===== config.mk =====
export PLATFORM = sky130hd
export DESIGN_NAME = stbs_ctrl
export DESIGN_NICKNAME = d
export VERILOG_FILES = /design/src/hw/rtl/stbs_pkg.sv /design/src/hw/rtl/stbs_ctrl.sv
export SDC_FILE = /design/constraint.sdc
export NUM_CORES = 1
export LEC_CHECK = 0
export BUFFER_PORTS_ARGS = -buffer_cell sky130_fd_sc_hd__buf_2
export CORE_AREA = 2 2 39 41
export DETAILED_ROUTE_END_ITERATION = 6
export DIE_AREA = 0 0 41 43
export PLACE_DENSITY = 0.36
export SETUP_SLACK_MARGIN = 0.3
export SYNTH_ARGS = -nofsm -noshare
export SYNTH_HDL_FRONTEND = slang
export SYNTH_SLANG_ARGS = --single-unit

===== constraint.sdc =====
create_clock -name i_clk -period 2 [get_ports i_clk]
set_input_delay 0.2 -clock i_clk [delete_from_list [all_inputs] [get_ports i_clk]]
set_output_delay 0.2 -clock i_clk [all_outputs]
set_load 0.02 [all_outputs]

===== src/hw/rtl/stbs_pkg.sv =====
// ============================================================================
// stbs_pkg: shared types and constants for the sorted table search block
// Field widths, controller state encoding, and controller/datapath structs.
// ============================================================================
package stbs_pkg;

    localparam int CFG_W   = 11;   // entries_in_use register
    localparam int INDEX_W = 10;   // entry_index field
    localparam int DATA_W  = 32;   // entry_value field
    localparam int POS_W   = 10;   // position field

    localparam logic CMD_WRITE  = 1'b0;
    localparam logic CMD_SEARCH = 1'b1;

    typedef enum logic [1:0] {
        ST_IDLE,
        ST_FETCH,
        ST_STEP,
        ST_HOLD
    } t_state;

    // controller -> datapath
    typedef struct packed {
        logic ld_write;    // store entry_value at entry_index
        logic ld_search;   // capture key, open range [0, n-1]
        logic fetch;       // first read at the midpoint
        logic step;        // narrow range, read next midpoint
        logic finish;      // equality check on the last entry read
        logic push;        // move pending result into the output register
    } t_ctrl_cmd;

    // datapath -> controller
    typedef struct packed {
        logic empty;       // saturated count is zero
        logic converged;   // low == high
        logic out_full;    // output register cannot take a result this cycle
    } t_dp_status;

endpackage


===== src/hw/rtl/stbs_ctrl.sv =====
// ============================================================================
// stbs_ctrl: search sequencer
// Accepts beats in idle, walks the binary search, hands off the result.
// ============================================================================
module stbs_ctrl (
    input  logic                   i_clk,
    input  logic                   i_rst_n,
    input  logic                   i_in_valid,
    input  logic                   i_in_cmd,
    output logic                   o_in_ready,
    input  stbs_pkg::t_dp_status   i_status,
    output stbs_pkg::t_ctrl_cmd    o_cmd
);

    stbs_pkg::t_state r_state;
    stbs_pkg::t_state n_state;

    always_ff @(posedge i_clk) begin
        if (!i_rst_n) begin
            r_state <= stbs_pkg::ST_IDLE;
        end else begin
            r_state <= n_state;
        end
    end

    // next state
    always_comb begin
        n_state = r_state;
        case (r_state)
            stbs_pkg::ST_IDLE: begin
                if (i_in_valid && (i_in_cmd == stbs_pkg::CMD_SEARCH)) begin
                    n_state = i_status.empty ? stbs_pkg::ST_HOLD : stbs_pkg::ST_FETCH;
                end
            end
            stbs_pkg::ST_FETCH: begin
                n_state = stbs_pkg::ST_STEP;
            end
            stbs_pkg::ST_STEP: begin
                if (i_status.converged) begin
                    n_state = stbs_pkg::ST_HOLD;
                end
            end
            stbs_pkg::ST_HOLD: begin
                if (!i_status.out_full) begin
                    n_state = stbs_pkg::ST_IDLE;
                end
            end
            default: begin
                n_state = stbs_pkg::ST_IDLE;
            end
        endcase
    end

    // outputs
    always_comb begin
        o_in_ready = 1'b0;
        o_cmd      = '0;
        case (r_state)
            stbs_pkg::ST_IDLE: begin
                o_in_ready      = 1'b1;
                o_cmd.ld_write  = i_in_valid && (i_in_cmd == stbs_pkg::CMD_WRITE);
                o_cmd.ld_search = i_in_valid && (i_in_cmd == stbs_pkg::CMD_SEARCH);
            end
            stbs_pkg::ST_FETCH: begin
                o_cmd.fetch = 1'b1;
            end
            stbs_pkg::ST_STEP: begin
                o_cmd.step   = !i_status.converged;
                o_cmd.finish = i_status.converged;
            end
            stbs_pkg::ST_HOLD: begin
                o_cmd.push = !i_status.out_full;
            end
            default: begin
                o_in_ready = 1'b0;
            end
        endcase
    end

endmodule


**After elaboration in Yosys (flattened, before gate mapping)**

Index checks and enable logic that the tools add are counted.

- Flip-flop bits (word level): 2
- Bits of input ports: 7
- Output and inout bits: 7
- Logic and storage cells: 24

- Equal/unequal tests: 6
- Muxes and demuxes: 10
- Bitwise operators: 1
- Reductions and logical operators: 6

Operator list:

| cell | number |
|---|---|
| $mux W2 | 6 |
| $pmux W2 S4 | 1 |
| $ne A2 B2 Y1 const B | 3 |
| $eq A2 B2 Y1 const B | 2 |
| $mux W1 | 3 |
| $reduce_and A3 Y1 | 1 |
| $eq A2 B1 Y1 const B | 1 |
| $logic_and A1 B1 Y1 | 2 |
| $logic_not A1 Y1 | 2 |
| $logic_not A2 Y1 | 1 |
| $not A1 Y1 | 1 |

**Depth between registers and ports, before layout**

Gate-level depths: netlist (run 1).

- Depth after elaboration: 3
- Depth in mapped cells: 5
- Gate-level depth less buffers: 5

**Worst setup path after synthesis (run 1)**

OpenSTA, ideal clock, no wires.

- Kind: register to output
- Start: register r_state[0]
- End: output port o_cmd[5] (netlist name)
- Data arrival time: 1.134 ns
- Required time: 1.800 ns
- Slack: 0.666 ns
- Stages on the path, launching flop included: 5
- Buffers on the path: 0
- Cells stage by stage: dfxtp_1 -> inv_1 -> ha_1 -> nand2_1 -> nor2_1

RTL lines:

| item | line | source |
|---|---|---|
| start: declaration | stbs_ctrl.sv:15 | `stbs_pkg::t_state r_state;` |
| start signal: assignment | stbs_ctrl.sv:20 | `r_state <= stbs_pkg::ST_IDLE;` |
| start signal: assignment | stbs_ctrl.sv:22 | `r_state <= n_state;` |
| end: declaration | stbs_ctrl.sv:12 | `output stbs_pkg::t_ctrl_cmd o_cmd` |

==> report_table.html, run 1 <==
<table>
<tr><th>Metric</th><th>Value</th></tr>
<tr><th colspan="2">Outcome</th></tr>
<tr><td>Run status</td><td>completed</td></tr>
<tr><th colspan="2">Yosys</th></tr>
<tr><td>Synthesis-stage register bit count</td><td>2</td></tr>
<tr><td>Average instance area after synthesis</td><td>9.645 sq um</td></tr>
<tr><td>Net count after synthesis</td><td>36</td></tr>
<tr><td>Summed instance area of the synthesized netlist</td><td>around 230 sq um</td></tr>
<tr><td>Yosys Warn Count</td><td>0</td></tr>
<tr><td>Synth unique cells</td><td>14</td></tr>
<tr><td>Fraction of the yosys area taken by sequential cells</td><td>17.30%</td></tr>
<tr><td>Gate count after technology mapping</td><td>24</td></tr>
<tr><th colspan="2">Cells and area</th></tr>
<tr><td>Net total in the final layout</td><td>54</td></tr>
<tr><td>Final standard cell count with taps included and fillers excluded</td><td>56</td></tr>
<tr><td>Proportion of layout cells with a drive suffix above 1</td><td>a little over half</td></tr>
<tr><td>Number of antenna cells inserted</td><td>0</td></tr>
<tr><td>Largest register by flop count</td><td>r_state</td></tr>
<tr><td>Max FFs per register</td><td>2</td></tr>
<tr><td>Registers with the most flip-flops</td><td>r_state (2)</td></tr>
<tr><td>Most frequent cells in the layout</td><td>buf_2 (13), ha_1 (5), nand2_1 (4)</td></tr>
<tr><td>Most common library cell in the layout ignoring fill and taps</td><td>buf_2</td></tr>
<tr><td>Area growth from synthesis to layout</td><td>46.49%</td></tr>
<tr><th colspan="2">Floorplanning</th></tr>
<tr><td>Number of top-level pins</td><td>14</td></tr>
<tr><td>Initial cell density of the core</td><td>16.73%</td></tr>
<tr><td>FP Rows</td><td>14</td></tr>
<tr><td>Core box area</td><td>0.001384 sq mm</td></tr>
<tr><td>Die width</td><td>between 40 and 50 microns</td></tr>
<tr><td>Die outline area</td><td>0.001763 sq mm</td></tr>
<tr><td>Die Y</td><td>43 microns</td></tr>
<tr><th colspan="2">Detailed routing</th></tr>
<tr><td>Count of antenna-violating nets left after detailed routing</td><td>0</td></tr>
<tr><td>Violation count after the first detailed-routing iteration</td><td>0</td></tr>
<tr><td>Vias after detailed routing</td><td>225</td></tr>
<tr><td>Average wire length per cell after detail routing</td><td>9.125 microns</td></tr>
<tr><td>Average via count per standard cell</td><td>4.018</td></tr>
<tr><td>Detailed-routing iteration count for the pre-antenna-repair pass</td><td>1</td></tr>
<tr><td>Routed WL</td><td>511 microns</td></tr>
<tr><td>DRC violation count after routing</td><td>0</td></tr>
<tr><th colspan="2">Timing</th></tr>
<tr><td>Minimum period implied by the final worst setup slack</td><td>1.509 ns</td></tr>
<tr><td>Worst slew margin</td><td>between 80% and 90%</td></tr>
<tr><td>Final-layout setup total negative slack</td><td>0 ns</td></tr>
<tr><td>Final count of pins violating max slew</td><td>0</td></tr>
<tr><td>Max frequency</td><td>662.8 MHz</td></tr>
<tr><td>Measured slew at the worst slew-check pin</td><td>0.2645 ns</td></tr>
<tr><td>Unrepaired setup endpoints after global routing</td><td>no</td></tr>
<tr><td>Clk_skew</td><td>between 0.005 and 0.006 ns</td></tr>
<tr><td>Post-route fraction of the period consumed by the critical path</td><td>75.44%</td></tr>
<tr><td>Final hold vios</td><td>0</td></tr>
<tr><td>Final setup violation count</td><td>0</td></tr>
<tr><th colspan="2">CTS</th></tr>
<tr><td>H-tree Lvls</td><td>1</td></tr>
<tr><td>Clock root buffer</td><td>clkbuf_4</td></tr>
<tr><td>Hold_buf cts</td><td>0</td></tr>
<tr><td>Total clock sinks</td><td>2</td></tr>
<tr><td>Worst-Skew Late Latency</td><td>0.23 ns</td></tr>
<tr><td>Maximum count of clock buffers along a single path</td><td>2</td></tr>
<tr><td>TritonCTS Buffers</td><td>3</td></tr>
<tr><td>Post-CTS setup buffers</td><td>0</td></tr>
<tr><td>Clock-pin slew on the worst setup and hold paths</td><td>~0.03 ns</td></tr>
<tr><td>Post-CTS sizing</td><td>0</td></tr>
<tr><td>Clock tree from TritonCTS</td><td>done</td></tr>
<tr><th colspan="2">Worst setup path</th></tr>
<tr><td>Worst endpoint data arrival time</td><td>1.31 ns</td></tr>
<tr><td>Maximum fanout encountered on the critical timing path</td><td>4</td></tr>
<tr><td>Endpoint required time on the critical path</td><td>1.80 ns</td></tr>
<tr><td>Category of the worst setup path capture point</td><td>output port</td></tr>
<tr><td>Crit Path Class</td><td>register to output port</td></tr>
<tr><td>Crit Reg-Reg Startpoint</td><td>r_state[0]</td></tr>
<tr><td>Worst Setup Start Kind</td><td>register</td></tr>
<tr><td>Launch point of the worst path</td><td>r_state[0]</td></tr>
<tr><th colspan="2">Placed design</th></tr>
<tr><td>Half-perimeter wire length of the detailed placement result</td><td>422.6 microns</td></tr>
<tr><td>Placed Instances</td><td>53</td></tr>
<tr><td>Quantity of I/O buffers inserted on ports</td><td>13</td></tr>
<tr><td>Final Wtd Congestion</td><td>0.7228</td></tr>
<tr><th colspan="2">Worst hold path</th></tr>
<tr><td>Hold path startpoint</td><td>i_rst_n</td></tr>
<tr><td>Worst Hold Class</td><td>input port to register</td></tr>
<tr><th colspan="2">GRT</th></tr>
<tr><td>Vias in the first global route</td><td>237</td></tr>
<tr><td>Global routing usage summed across all routing layers</td><td>8.417%</td></tr>
<tr><td>Pin count of the biggest net entering global routing</td><td>5</td></tr>
<tr><td>Global route total overflow</td><td>0</td></tr>
<tr><td>Global-route wire length before repair</td><td>around 900 microns</td></tr>
<tr><td>Antenna violations before repair</td><td>0</td></tr>
<tr><th colspan="2">Pwr</th></tr>
<tr><td>Cell area power density</td><td>1340 mW/mm^2</td></tr>
<tr><td>Worst supply voltage drop on vdd</td><td>372.9 uV</td></tr>
<tr><td>Leakage</td><td>0.1770 nW</td></tr>
<tr><th colspan="2">Flow run</th></tr>
<tr><td>Maxcap violations</td><td>0</td></tr>
</table>
-- critical path, cell delays in order (launching register included) --
cell     delay, ns
dfxtp_1       0.38
inv_1         0.10
ha_1          0.27
and3_2        0.19
buf_2         0.15
-- synthesized netlist by cell type, drive strengths merged --
cell | number | area [sq um]
nand2 | 5 | 21.27
and3 | 1 | 7.510
inv | 2 | 7.510
nor2 | 1 | 3.750
mux2 | 1 | 11.26
o21ai | 1 | 5.000
dfxtp | 2 | 40.04
ha | 5 | 62.56
mux2i | 2 | 20.02
nor2b | 2 | 20.02
a221oi | 1 | 26.28
and2 | 1 | 6.260
-- power by group --
part           leakage, nW  switching, W  total [W]  internal [W]
logic                0.147      0.000156   0.000286      0.000130
clock network       0.0138     0.0000256  0.0000921     0.0000664
registers           0.0165     0.0000185  0.0000762     0.0000577
-- cells by family after synthesis --
logic type	share of synthesized area, %
AOI/OAI and AO/OA	13.51
muxes	13.51
adders and majority gates	27.03
and+or+nand+nor	25.41
DFF	17.30
buffers and inverters	3.244
-- final cells by class --
type	instances	area (sq um)
fillers	171	1045
multi-input cells	20	183.9
repair buffers	13	65.06
flip-flops and latches	2	40.04
clock buffers	3	22.52
well taps	16	20.02
inverters	2	7.507
-- final timing paths --
kind	to	slack, ns	cells past startpoint
max	o_cmd[4]	0.49	4
min	r_state[1]	0.26	3
max reg2reg	r_state[1]	0.62	5
min reg2reg	r_state[1]	0.51	2
-- metal layers --
layer,global-route usage [%],up-vias,share of wire (%)
met1,6.709,103,35
li1,-,113,-
met5,0,-,0
met3,4.712,0,7.8
met4,10.00,0,0
met2,12.19,9,57
-- stage by stage --
step                      instance area [sq um]  hold WS (ns)  setup slack, ns  total power (W)  util, %
after floorplan                           231.5        0.3421           0.6662        0.0002979        -
after global placement                    316.6        0.4964           0.6392        0.0003661    22.88
after detailed placement                  316.6        0.4974           0.5948        0.0003699    22.88
after CTS                                 339.1        0.2464           0.4501        0.0004726    24.50
after global routing                      339.1        0.2598           0.3612        0.0005093    24.50
final                                     339.1        0.2577           0.4913        0.0004542    24.50
Note: power is estimated with default switching activity, not from simulation.
==> run 2: changes to the inputs <==
- clock period: 2 -> 1.5 ns (I/O delays scaled with it)
==> report_table.html, run 2 (synthesis gave the netlist of run 1 again) <==
<table>
<tr><th>Metric</th><th>Value</th></tr>
<tr><th colspan="2">Outcome</th></tr>
<tr><td>Run status</td><td>completed (unchanged)</td></tr>
<tr><th colspan="2">Detailed routing</th></tr>
<tr><td>Vias after detailed routing</td><td>217 (was 225)</td></tr>
<tr><td>DRC violation count after routing</td><td>0 (unchanged)</td></tr>
<tr><td>Detailed-routing iteration count for the pre-antenna-repair pass</td><td>1 (unchanged)</td></tr>
<tr><td>Average wire length per cell after detail routing</td><td>8.554 microns (was 9.125 microns)</td></tr>
<tr><td>Routed WL</td><td>479 microns (was 511 microns)</td></tr>
<tr><td>Average via count per standard cell</td><td>3.875 (was 4.018)</td></tr>
<tr><td>Violation count after the first detailed-routing iteration</td><td>0 (unchanged)</td></tr>
<tr><td>Count of antenna-violating nets left after detailed routing</td><td>0 (unchanged)</td></tr>
<tr><th colspan="2">GRT</th></tr>
<tr><td>Global route total overflow</td><td>0 (unchanged)</td></tr>
<tr><td>Global routing usage summed across all routing layers</td><td>6.607% (was 8.417%)</td></tr>
<tr><td>Pin count of the biggest net entering global routing</td><td>5 (unchanged)</td></tr>
<tr><td>Antenna violations before repair</td><td>0 (unchanged)</td></tr>
<tr><td>Vias in the first global route</td><td>208 (was 237)</td></tr>
<tr><td>Global-route wire length before repair</td><td>710 microns (was 897 microns)</td></tr>
<tr><th colspan="2">Cells and area</th></tr>
<tr><td>Registers with the most flip-flops</td><td>r_state (2) (unchanged)</td></tr>
<tr><td>Largest register by flop count</td><td>r_state (unchanged)</td></tr>
<tr><td>Proportion of layout cells with a drive suffix above 1</td><td>70.00% (was 52.50%)</td></tr>
<tr><td>Total area of multi-input combinational cells</td><td>225.2 sq um (was 183.9 sq um)</td></tr>
<tr><td>Most common library cell in the layout ignoring fill and taps</td><td>buf_2 (unchanged)</td></tr>
<tr><td>Number of antenna cells inserted</td><td>0 (unchanged)</td></tr>
<tr><td>Sequential cell area</td><td>47.55 sq um (was 40.04 sq um)</td></tr>
<tr><td>Number of filler cells placed in the layout</td><td>147 (was 171)</td></tr>
<tr><td>Area growth from synthesis to layout</td><td>80.00% (was 46.49%)</td></tr>
<tr><td>Net total in the final layout</td><td>54 (unchanged)</td></tr>
<tr><td>Most frequent cells in the layout</td><td>buf_2 (8), nand2_1 (4), ha_4 (3), clkbuf_4 (3), buf_6 (3) (was buf_2 (13), ha_1 (5), nand2_1 (4))</td></tr>
<tr><td>Max FFs per register</td><td>2 (unchanged)</td></tr>
<tr><th colspan="2">Worst setup path</th></tr>
<tr><td>Register-to-Register Setup Slack</td><td>0.27 ns (was 0.62 ns)</td></tr>
<tr><td>Category of the worst setup path capture point</td><td>output port (unchanged)</td></tr>
<tr><td>Crit path max-delay family</td><td>flip-flops (unchanged)</td></tr>
<tr><td>Worst endpoint data arrival time</td><td>1.11 ns (was 1.31 ns)</td></tr>
<tr><td>Endpoint required time on the critical path</td><td>1.35 ns (was 1.80 ns)</td></tr>
<tr><td>CP max stage cell</td><td>dfxtp_4 (was dfxtp_1)</td></tr>
<tr><td>Worst Setup Start Kind</td><td>register (unchanged)</td></tr>
<tr><td>Crit Path Class</td><td>register to output port (unchanged)</td></tr>
<tr><td>Cell-by-cell trace of the critical path</td><td>inv_4, ha_4, and3_4, buf_6 (was inv_1, ha_1, and3_2, buf_2)</td></tr>
<tr><td>Maximum fanout encountered on the critical timing path</td><td>4 (unchanged)</td></tr>
<tr><td>Buffering stage count on the worst path with inverters included</td><td>2 (unchanged)</td></tr>
<tr><td>Largest stage delay, worst path</td><td>0.39 ns (was 0.38 ns)</td></tr>
<tr><th colspan="2">Timing</th></tr>
<tr><td>Max frequency</td><td>793.3 MHz</td></tr>
<tr><td>Post-route fraction of the period consumed by the critical path</td><td>84.03%</td></tr>
<tr><td>Measured slew at the worst slew-check pin</td><td>0.2462 ns (was 0.2645 ns)</td></tr>
<tr><td>Clk_skew</td><td>0.004076 ns (was 0.005947 ns)</td></tr>
<tr><td>Final setup violation count</td><td>0 (unchanged)</td></tr>
<tr><td>Final hold vios</td><td>0 (unchanged)</td></tr>
<tr><td>Minimum period implied by the final worst setup slack</td><td>approximately 1.3 ns</td></tr>
<tr><td>Worst slew margin</td><td>83.59% (was 82.36%)</td></tr>
<tr><td>Unrepaired setup endpoints after global routing</td><td>yes (was no)</td></tr>
<tr><td>Final-layout setup total negative slack</td><td>0 ns (unchanged)</td></tr>
<tr><td>Final count of pins violating max slew</td><td>0 (unchanged)</td></tr>
<tr><th colspan="2">CTS</th></tr>
<tr><td>Clock tree from TritonCTS</td><td>done (unchanged)</td></tr>
<tr><td>Clock root buffer</td><td>clkbuf_4 (unchanged)</td></tr>
<tr><td>Total clock sinks</td><td>2 (unchanged)</td></tr>
<tr><td>H-tree Lvls</td><td>1 (unchanged)</td></tr>
<tr><td>Clock-pin slew on the worst setup and hold paths</td><td>0.03 ns (about the same)</td></tr>
<tr><td>Maximum count of clock buffers along a single path</td><td>2 (unchanged)</td></tr>
<tr><td>TritonCTS Buffers</td><td>3 (unchanged)</td></tr>
<tr><td>Worst-Skew Late Latency</td><td>0.23 ns (about the same)</td></tr>
<tr><td>Post-CTS setup buffers</td><td>0 (unchanged)</td></tr>
<tr><td>Hold_buf cts</td><td>0 (unchanged)</td></tr>
<tr><th colspan="2">Placed design</th></tr>
<tr><td>Final Wtd Congestion</td><td>0.7782 (was 0.7228)</td></tr>
<tr><td>Quantity of I/O buffers inserted on ports</td><td>13 (unchanged)</td></tr>
<tr><td>Half-perimeter wire length of the detailed placement result</td><td>414.9 microns (was 422.6 microns)</td></tr>
<tr><th colspan="2">Pwr</th></tr>
<tr><td>Design Power</td><td>0.0007259 W (was 0.0004542 W)</td></tr>
<tr><td>Leakage</td><td>0.1807 nW (was 0.1770 nW)</td></tr>
<tr><td>Cell area power density</td><td>1742 mW/mm^2 (was 1340 mW/mm^2)</td></tr>
<tr><td>Worst supply voltage drop on vdd</td><td>497.2 uV (was 372.9 uV)</td></tr>
<tr><th colspan="2">Floorplanning</th></tr>
<tr><td>Die width</td><td>41 microns (unchanged)</td></tr>
<tr><td>Core box area</td><td>0.001384 sq mm (unchanged)</td></tr>
<tr><td>FP Rows</td><td>14 (unchanged)</td></tr>
<tr><td>Initial cell density of the core</td><td>16.73% (unchanged)</td></tr>
<tr><td>Die outline area</td><td>0.001763 sq mm (unchanged)</td></tr>
<tr><td>Die Y</td><td>43 microns (unchanged)</td></tr>
<tr><td>Number of top-level pins</td><td>14 (unchanged)</td></tr>
<tr><th colspan="2">Worst hold path</th></tr>
<tr><td>Worst Hold Class</td><td>input port to register (unchanged)</td></tr>
<tr><th colspan="2">Flow run</th></tr>
<tr><td>Maxcap violations</td><td>0 (unchanged)</td></tr>
</table>
[run 2: cell type report]
class	count	area share, %
timing repair buffer	13	21.32
multi-input combinational	20	54.05
tap	16	4.805
sequential	2	11.41
inverter	2	3.003
clock buffer	3	5.405
[run 2: stage by stage]
| stage | cells | hold slack [ns] | area, sq um | worst slack [ns] | util (%) |
|---|---|---|---|---|---|
| 2_1_floorplan | 24 | 0.2846 | 259.0 | 0.3152 | - |
| 3_3_place_gp | 53 | 0.4336 | 344.1 | 0.2415 | 24.86 |
| 3_5_place_dp | 53 | 0.4290 | 344.1 | 0.2576 | 24.86 |
| 4_1_cts | 56 | 0.1874 | 400.4 | 0.2319 | 28.93 |
| 5_1_grt | 56 | 0.1995 | 416.7 | 0.2029 | 30.11 |
| 6_report | 56 | 0.1912 | 416.7 | 0.2395 | 30.11 |
[run 2: worst min-delay path, stage by stage]
cell and delay (ns):
buf_2 0.12, nand2_1 0.05, mux2i_1 0.05
[run 2: per-layer routing]
| metal | GRT usage [%] | routed length (microns) | up-vias | part of all wire, % |
|---|---|---|---|---|
| li1 | - | - | 113 | - |
| met1 | 4.459 | 155 | 97 | 32 |
| met2 | 10.63 | 289 | 5 | 60 |
| met3 | 1.571 | 17 | 2 | 3.5 |
| met4 | 10.00 | 17 | 0 | 3.5 |
| met5 | 0 | 0 | - | 0 |
[run 2: path summary, 6_finish.rpt]
path | startpoint | depth (start not counted) | to
max | r_state[1] | 4 | o_cmd[4]
min | i_rst_n | 3 | r_state[1]
min reg2reg | r_state[1] | 2 | r_state[1]
max reg2reg | r_state[0] | 5 | r_state[0]
[run 2: timing repair]
action                     4_1_cts  5_1_grt
cloned                           0        0
pin swaps                        1        1
gates resized for setup         13        3
setup endpoints to repair        7        7
[run 2: where the power goes]
part / internal [W] / switching, W / total, W
sequential: 0.0000910 / 0.0000543 / 0.000145
combinational: 0.000238 / 0.000222 / 0.000460
clock: 0.0000884 / 0.0000324 / 0.000121
total: 0.000417 / 0.000309 / 0.000726
